File: src/hw/rtl/icmppr_pkg.sv
// Shared types, codes and constants of the ICMP probe response matcher.
package icmppr_pkg;

  localparam int MAX_PACKET_BYTES_DEF = 1024;

  // ICMP message types
  localparam logic [7:0] TYPE_ECHO_REPLY    = 8'd0;
  localparam logic [7:0] TYPE_TIME_EXCEEDED = 8'd11;

  // result status codes
  localparam logic [1:0] ST_ACCEPTED   = 2'd0;
  localparam logic [1:0] ST_TOO_SHORT  = 2'd1;
  localparam logic [1:0] ST_OTHER_TYPE = 2'd2;
  localparam logic [1:0] ST_MISMATCH   = 2'd3;

  // reply kinds
  localparam logic KIND_ECHO          = 1'b0;
  localparam logic KIND_TIME_EXCEEDED = 1'b1;

  // configuration register indexes
  localparam int CFG_IDX_W = 2;
  localparam logic [CFG_IDX_W-1:0] CFG_EXPECTED_ID  = 2'd0;
  localparam logic [CFG_IDX_W-1:0] CFG_EXPECTED_SEQ = 2'd1;
  localparam logic [CFG_IDX_W-1:0] CFG_SEND_TICK    = 2'd2;
  localparam int CFG_DATA_W = 32;

  // packet layout
  localparam int ICMP_HDR_BYTES = 8;
  localparam int FIELD_OFS      = 4;
  localparam int SRC_FIRST      = 12;
  localparam int SRC_LAST       = 15;

  // stream widths
  localparam int IN_TDATA_W  = 40;
  localparam int OUT_TDATA_W = 72;
  localparam int OUT_TUSER_W = 1;

  typedef struct packed {
    logic [1:0]  status;
    logic        reply_kind;
    logic [31:0] source_address;
    logic [31:0] round_trip_ms;
  } icmppr_result_t;

endpackage

File: src/hw/rtl/icmppr_parse.sv
// Per-packet byte tracker: captures header fields and forms the result on the last byte.
module icmppr_parse #(
  parameter int MAX_PACKET_BYTES = icmppr_pkg::MAX_PACKET_BYTES_DEF
) (
  input  logic                        clk,
  input  logic                        rst_n,
  input  logic                        step_en,
  input  logic [7:0]                  byte_value,
  input  logic                        is_last,
  input  logic [31:0]                 current_tick,
  input  logic [15:0]                 expected_id,
  input  logic [15:0]                 expected_seq,
  input  logic [31:0]                 send_tick,
  output icmppr_pkg::icmppr_result_t  result
);
  import icmppr_pkg::*;

  localparam int IDX_W = $clog2(MAX_PACKET_BYTES + 1);
  localparam int CW    = (IDX_W > 8) ? IDX_W : 8;
  localparam logic [IDX_W-1:0] MAX_IDX = IDX_W'(MAX_PACKET_BYTES);

  logic [IDX_W-1:0] idx_r, idx_nxt;
  logic [3:0]       ohw_r, ohw_nxt;
  logic [3:0]       ihw_r, ihw_nxt;
  logic [7:0]       mtype_r, mtype_nxt;
  logic [15:0]      id_r, id_nxt;
  logic [15:0]      seq_r, seq_nxt;
  logic [31:0]      src_r, src_nxt;
  logic [3:0]       seen_r, seen_nxt;

  logic          keep;
  logic          after_type;
  logic [CW-1:0] idx_c, o_c, p_c, q_c, need_c;
  logic          put_en;
  logic [1:0]    put_k;
  logic          short_pkt;
  logic [1:0]    status;

  always_comb begin
    keep    = idx_r < MAX_IDX;
    idx_c   = CW'(idx_r);
    ohw_nxt = (keep && idx_r == '0) ? byte_value[3:0] : ohw_r;
    o_c     = CW'({ohw_nxt, 2'b00});
    p_c     = o_c + CW'(ICMP_HDR_BYTES);
    q_c     = p_c + CW'({ihw_r, 2'b00});

    src_nxt = src_r;
    if (keep && idx_c >= CW'(SRC_FIRST) && idx_c <= CW'(SRC_LAST)) begin
      src_nxt = {src_r[23:0], byte_value};
    end
    mtype_nxt  = (keep && idx_c == o_c) ? byte_value : mtype_r;
    after_type = keep && (idx_c > o_c);

    ihw_nxt = ihw_r;
    put_en  = 1'b0;
    put_k   = 2'd0;
    if (after_type && mtype_r == TYPE_ECHO_REPLY) begin
      if (idx_c >= o_c + CW'(FIELD_OFS) && idx_c <= o_c + CW'(FIELD_OFS + 3)) begin
        put_en = 1'b1;
        put_k  = 2'(idx_c - (o_c + CW'(FIELD_OFS)));
      end
    end else if (after_type && mtype_r == TYPE_TIME_EXCEEDED) begin
      if (idx_c == p_c) begin
        ihw_nxt = byte_value[3:0];
      end
      // inner ICMP id/seq sits past the quoted IPv4 header
      if (idx_c > p_c && idx_c >= q_c + CW'(FIELD_OFS)
          && idx_c <= q_c + CW'(FIELD_OFS + 3)) begin
        put_en = 1'b1;
        put_k  = 2'(idx_c - (q_c + CW'(FIELD_OFS)));
      end
    end

    id_nxt   = id_r;
    seq_nxt  = seq_r;
    seen_nxt = seen_r;
    if (put_en) begin
      unique case (put_k)
        2'd0: id_nxt[15:8] = byte_value;
        2'd1: id_nxt[7:0]  = byte_value;
        2'd2: seq_nxt[15:8] = byte_value;
        2'd3: seq_nxt[7:0]  = byte_value;
      endcase
      seen_nxt[put_k] = 1'b1;
    end

    idx_nxt = keep ? idx_r + 1'b1 : idx_r;

    need_c    = o_c + CW'(ICMP_HDR_BYTES);
    short_pkt = CW'(idx_nxt) < need_c;
    priority if (short_pkt) begin
      status = ST_TOO_SHORT;
    end else if (mtype_nxt != TYPE_ECHO_REPLY && mtype_nxt != TYPE_TIME_EXCEEDED) begin
      status = ST_OTHER_TYPE;
    end else if (seen_nxt != 4'hF) begin
      status = ST_TOO_SHORT;
    end else if (id_nxt != expected_id || seq_nxt != expected_seq) begin
      status = ST_MISMATCH;
    end else begin
      status = ST_ACCEPTED;
    end

    result.status     = status;
    result.reply_kind = KIND_ECHO;
    if (status == ST_ACCEPTED || status == ST_MISMATCH) begin
      result.reply_kind = (mtype_nxt == TYPE_TIME_EXCEEDED) ? KIND_TIME_EXCEEDED : KIND_ECHO;
    end
    result.source_address = (status == ST_ACCEPTED) ? src_nxt : 32'd0;
    result.round_trip_ms  = (status == ST_ACCEPTED) ? current_tick - send_tick : 32'd0;
  end

  always_ff @(posedge clk) begin
    if (!rst_n) begin
      idx_r   <= '0;
      ohw_r   <= '0;
      ihw_r   <= '0;
      mtype_r <= '0;
      id_r    <= '0;
      seq_r   <= '0;
      src_r   <= '0;
      seen_r  <= '0;
    end else if (step_en) begin
      if (is_last) begin
        idx_r   <= '0;
        ohw_r   <= '0;
        ihw_r   <= '0;
        mtype_r <= '0;
        id_r    <= '0;
        seq_r   <= '0;
        src_r   <= '0;
        seen_r  <= '0;
      end else begin
        idx_r   <= idx_nxt;
        ohw_r   <= ohw_nxt;
        ihw_r   <= ihw_nxt;
        mtype_r <= mtype_nxt;
        id_r    <= id_nxt;
        seq_r   <= seq_nxt;
        src_r   <= src_nxt;
        seen_r  <= seen_nxt;
      end
    end
  end

endmodule

File: src/hw/rtl/icmp_probe_response_matcher.sv
// Top level of the ICMP probe response matcher: stream ports, config registers, pipeline.
//
// Usage:
//   in_*  : one received IPv4 packet byte per item, in wire order; in_tlast marks
//           the final byte, and the tick in in_tdata is used on that byte only.
//   out_* : one result item per packet, produced by the item carrying in_tlast:
//           status, reply kind, outer source address and round trip in ms.
//   cfg_* : expected id, expected sequence and send tick; write only while idle.
// After the last byte is accepted into the input register, its result is captured in
//   the result register once the result slot is free.
// Throughput: one byte per cycle unless a last byte waits for a busy result slot; the
//   capture logic between the input and result registers updates its packet state per byte.
// Bytes past MAX_PACKET_BYTES are consumed and ignored.
// Reset (rst_n low, synchronous) empties both stages, clears the packet state
//   and zeros the configuration registers.
// Stall: a result held by out_tready low keeps the output register; non-last
//   bytes keep flowing, and a last byte waits in the input register until the
//   result slot frees.
module icmp_probe_response_matcher #(
  parameter int MAX_PACKET_BYTES = icmppr_pkg::MAX_PACKET_BYTES_DEF
) (
  input  logic                                  clk,
  input  logic                                  rst_n,
  // in_tdata: byte_value [7:0], current_tick [39:8]
  input  logic                                  in_tvalid,
  output logic                                  in_tready,
  input  logic [icmppr_pkg::IN_TDATA_W-1:0]     in_tdata,
  input  logic                                  in_tlast,
  // out_tdata: status [1:0], source_address [33:2], round_trip_ms [65:34], zero [71:66]
  output logic                                  out_tvalid,
  input  logic                                  out_tready,
  output logic [icmppr_pkg::OUT_TDATA_W-1:0]    out_tdata,
  // out_tuser: reply_kind [0]
  output logic [icmppr_pkg::OUT_TUSER_W-1:0]    out_tuser,
  input  logic                                  cfg_we,
  input  logic [icmppr_pkg::CFG_IDX_W-1:0]      cfg_index,
  input  logic [icmppr_pkg::CFG_DATA_W-1:0]     cfg_wdata
);
  import icmppr_pkg::*;

  // configuration registers
  logic [15:0] exp_id_r;
  logic [15:0] exp_seq_r;
  logic [31:0] send_tick_r;

  // input register
  logic        s1_valid_r;
  logic [7:0]  s1_byte_r;
  logic        s1_last_r;
  logic [31:0] s1_tick_r;

  // result register
  logic           out_valid_r;
  icmppr_result_t out_res_r;

  icmppr_result_t res;
  logic           advance;

  always_ff @(posedge clk) begin
    if (!rst_n) begin
      exp_id_r    <= '0;
      exp_seq_r   <= '0;
      send_tick_r <= '0;
    end else if (cfg_we) begin
      unique case (cfg_index)
        CFG_EXPECTED_ID:  exp_id_r    <= cfg_wdata[15:0];
        CFG_EXPECTED_SEQ: exp_seq_r   <= cfg_wdata[15:0];
        CFG_SEND_TICK:    send_tick_r <= cfg_wdata;
        default: ;
      endcase
    end
  end

  // a non-last byte never needs the result slot
  assign advance   = s1_valid_r && (!s1_last_r || !out_valid_r || out_tready);
  assign in_tready = !s1_valid_r || advance;

  always_ff @(posedge clk) begin
    if (!rst_n) begin
      s1_valid_r <= 1'b0;
    end else if (in_tready) begin
      s1_valid_r <= in_tvalid;
    end
  end

  always_ff @(posedge clk) begin
    if (in_tvalid && in_tready) begin
      s1_byte_r <= in_tdata[7:0];
      s1_tick_r <= in_tdata[39:8];
      s1_last_r <= in_tlast;
    end
  end

  icmppr_parse #(
    .MAX_PACKET_BYTES (MAX_PACKET_BYTES)
  ) u_parse (
    .clk          (clk),
    .rst_n        (rst_n),
    .step_en      (advance),
    .byte_value   (s1_byte_r),
    .is_last      (s1_last_r),
    .current_tick (s1_tick_r),
    .expected_id  (exp_id_r),
    .expected_seq (exp_seq_r),
    .send_tick    (send_tick_r),
    .result       (res)
  );

  always_ff @(posedge clk) begin
    if (!rst_n) begin
      out_valid_r <= 1'b0;
    end else if (advance && s1_last_r) begin
      out_valid_r <= 1'b1;
    end else if (out_tready) begin
      out_valid_r <= 1'b0;
    end
  end

  always_ff @(posedge clk) begin
    if (advance && s1_last_r) begin
      out_res_r <= res;
    end
  end

  assign out_tvalid = out_valid_r;
  assign out_tdata  = {6'd0, out_res_r.round_trip_ms, out_res_r.source_address,
                       out_res_r.status};
  assign out_tuser  = out_res_r.reply_kind;

endmodule

File: config.mk
export PLATFORM = sky130hd
export DESIGN_NAME = icmp_probe_response_matcher
export DESIGN_NICKNAME = d
export VERILOG_FILES = /design/src/hw/rtl/icmppr_pkg.sv /design/src/hw/rtl/icmppr_parse.sv /design/src/hw/rtl/icmp_probe_response_matcher.sv
export SDC_FILE = /design/constraint.sdc
export NUM_CORES = 1
export LEC_CHECK = 0
export BUFFER_PORTS_ARGS = -buffer_cell sky130_fd_sc_hd__buf_2
export CAP_MARGIN = 30
export CORE_ASPECT_RATIO = 1.75
export CORE_MARGIN = 2
export CORE_UTILIZATION = 42
export CTS_BUF_LIST = sky130_fd_sc_hd__clkbuf_4 sky130_fd_sc_hd__clkbuf_8 sky130_fd_sc_hd__clkbuf_16
export CTS_CLUSTER_SIZE = 24
export DETAILED_ROUTE_END_ITERATION = 6
export GPL_TIMING_DRIVEN = 0
export HOLD_SLACK_MARGIN = 0.02
export REMOVE_ABC_BUFFERS = 1
export SYNTH_ARGS = -nofsm -noshare
export SYNTH_HDL_FRONTEND = slang
export SYNTH_SLANG_ARGS = --single-unit
File: constraint.sdc
create_clock -name clk -period 7.05 [get_ports clk]
set_input_delay 0.705 -clock clk [delete_from_list [all_inputs] [get_ports clk]]
set_output_delay 0.705 -clock clk [all_outputs]
set_load 0.02 [all_outputs]
==> flow_summary.json <==
{
  "drc": 0,
  "layout_min_cycle_time_ps": 6805,
  "fmax_mhz": 146.9,
  "slowest_stage": "or4_4",
  "cts_root_buf": "clkbuf_16",
  "worstSetupPathType": "reg2reg",
  "ys_ff_latch": 269,
  "placementRows": 89,
  "num_vias": 12000,
  "core_area_sq_um": 33630,
  "arrival_ps": 7220,
  "hold_path_class": "in2reg",
  "gp_congestion": 0.9521,
  "ff_latch_area_sq_um": 6484,
  "syn2layout_area_growth_pct": 20.15,
  "synth_top_family_by_area": "simple AND/OR/NAND/NOR gates",
  "clock_skew_ps": 17.19,
  "critPathLaunchType": "flip-flop",
  "hpwlAfterDp_mm": 29.92,
  "syn_area_sq_um": 14330,
  "synth_area_per_cell_sq_um": 9.179,
  "start_util": 0.4261,
  "multi_input_area_sq_um": 7550,
  "track_usage": 0.2306,
  "hold_buffers": 0,
  "wl_mm": 41.98,
  "grt_max_degree": 112,
  "drv_slew": 0,
  "power_density_nw_per_um2": 210.8,
  "power_leakage_nw": 6.229,
  "synthAdderAreaFrac": 0.06217,
  "synthMuxAreaShare": 0.004977,
  "crit_path_end_kind": "flip-flop",
  "grt-ovfl-total": 0,
  "setup_viol": 0,
  "dr.first_iter.drc_count": 553,
  "yosysMostFrequentCell": "nand2_1",
  "required_ps": 7470,
  "die_w_um": 143.6,
  "layout-drive-gt1-share": 0.1776,
  "final_util": 0.5119,
  "antenna_found_initial": 2,
  "synth-simple-area-share": 0.1935,
  "status": "finished clean",
  "yosysUniqueCellTypes": 81,
  "period_share": 0.9653,
  "worst_ir_drop_vdd_mv": 0.2198,
  "synth_ff_type": "dfxtp_1",
  "grt_pass1_wl_mm": 63.66,
  "die_area_sq_um": 35670,
  "htree_levels": 1,
  "clk_pin_slew_ps": 70,
  "vias_per_cell": 5.490,
  "synth-xor-area-share": 0.04890,
  "critPathBufInv": 6,
  "clock_latency_ps": 560,
  "synth_compound_area_frac": 0.1935,
  "ios": 155,
  "hold_violations": 0,
  "synthTopCellsByCount": "239 x nand2_1, 161 x dfxtp_1, 108 x edfxtp_1",
  "wl_per_cell_um": 19.20,
  "async_flop_share": 0,
  "grt_pass1_vias": 11910,
  "cp_top_family": "simple AND/OR/NAND/NOR gates",
  "cpMostUsedCell": "ha_4",
  "yosysWarnings": 0,
  "synth_top_cell_by_area": "edfxtp_1",
  "tightest_slew_ps": 1039,
  "synth-edff-count": 108,
  "max_cap_violations": 0,
  "fill_cells": 3234,
  "tns_ps": 0,
  "drt.antenna.violating_nets": 0,
  "synth.top_cells.by_area": "edfxtp_1 23%, dfxtp_1 22%, nand2_1 6.3%, ha_1 5.9%, nor2b_1 4.6%",
  "first_pass_iters": 5,
  "netlist_instances": 1561,
  "seq_area_frac_synth": 0.4513,
  "cts_tree": "done",
  "die_h_um": 248.3,
  "cts.path.max_buffers": 3,
  "cp_max_fo": 5,
  "cts_made_buffers": 26,
  "cpPeakStageDelay_ps": 550,
  "synth_top_area_share": 0.2263,
  "slew_headroom": 0.3062,
  "finalNetCount": 1859,
  "port_buffers": 148,
  "clock-sinks": 269
}
where the power goes:
group	switching [mW]	internal (mW)
Clock	0.620	0.893
Sequential	0.0356	1.65
Combinational	0.253	0.178
cell usage in the layout, fill, tap and decap left out, types with 9 or more instances in the layout:
| master | n |
|---|---|
| xnor2_1 | 45 |
| nand2b_1 | 15 |
| dfxtp_1 | 155 |
| o21ai_0 | 44 |
| a31oi_1 | 11 |
| nor2_1 | 82 |
| nand2_1 | 237 |
| a211oi_1 | 9 |
| buf_2 | 148 |
| ha_1 | 63 |
| a22oi_1 | 84 |
| nand4_1 | 16 |
| a21boi_0 | 66 |
| a21o_1 | 15 |
| nor3_1 | 20 |
| clkbuf_16 | 29 |
| nand3_1 | 22 |
| a21oi_1 | 74 |
| buf_4 | 33 |
| xor2_1 | 33 |
| o21a_1 | 10 |
| edfxtp_1 | 108 |
| nor2b_1 | 106 |
| inv_1 | 78 |
what timing repair did:
item,4_1_cts,5_1_grt
setup endpoints to repair,102,64
pin swaps,16,26
gates cloned,1,1
buffers inserted,20,12
resized for setup,51,17
worst reg2reg max path, delay by kind of cell, from the launching register on:
kind / cells / cell delay (ps)
AO/OA/AOI/OAI: 7 / 1500
XOR/XNOR: 3 / 420
adder cells (fa/ha/maj): 4 / 1070
buffers and inverters: 6 / 800
flip-flops: 1 / 360
multiplexers: 2 / 400
AND/OR/NAND/NOR: 9 / 2160
flip-flops by register name, summed over array words and instances (netlist names), 8 cells and up:
register and flops:
send_tick_r 32, exp_seq_r 16, u_parse.src_r 32, s1_byte_r 8
u_parse.mtype_r 8, exp_id_r 16, u_parse.idx_c 11, u_parse.seq_r 16
u_parse.id_r 16, out_tdata 66, s1_tick_r 32
path summary, 6_finish.rpt:
check                                      start                           end  slack (ps)  depth (start not counted)
setup / recovery  u_parse.idx_c[10]$_SDFFE_PN0P_   out_tdata[63]$_SDFFCE_PP0P_         240                         31
hold / removal                      in_tdata[23]       s1_tick_r[15]$_DFFE_PP_         320                          1
setup reg to reg  u_parse.idx_c[10]$_SDFFE_PN0P_   out_tdata[63]$_SDFFCE_PP0P_         240                         31
hold reg to reg     send_tick_r[25]$_SDFFE_PN0P_  send_tick_r[25]$_SDFFE_PN0P_         460                          2
stage by stage:
step                      cells  hold WS, ps  cell area (sq um)  power [mW]  worst slack [ps]
final                      2186        319.5              17220       3.630             244.9
after floorplan            1481        440.7              14000       1.968             -1702
after global routing       2186        302.0              17220       3.764            -32.18
after CTS                  2171        293.6              17000       3.650             17.93
after detailed placement   2102        458.2              15640       2.120             -2943
after global placement     2084        451.7              15310       2.105             -4711
cell families after synthesis:
group,after synthesis
AO/OA/AOI/OAI,399
XOR/XNOR,80
adder cells (fa/ha/maj),70
buffers and inverters,165
flip-flops,269
multiplexers,7
other,2
AND/OR/NAND/NOR,569
metal layers:
layer,up-vias,GRT usage,wire (um)
li1,5816,-,-
met1,5720,0.2283,14750
met2,330,0.4441,22660
met3,136,0.02461,1555
met4,0,0.1522,3011
met5,-,0,0
area by class of cell:
| cell class | count | share of cell area |
|---|---|---|
| multi-input combinational | 1132 | 0.4385 |
| inverter | 80 | 0.01817 |
| timing repair buffer | 200 | 0.07878 |
| antenna | 2 | 0.0002907 |
| clock inverter | 8 | 0.006105 |
| clock buffer | 40 | 0.04847 |
| sequential | 269 | 0.3766 |
| tap | 455 | 0.03307 |
Note: power is estimated with default switching activity, not from simulation.
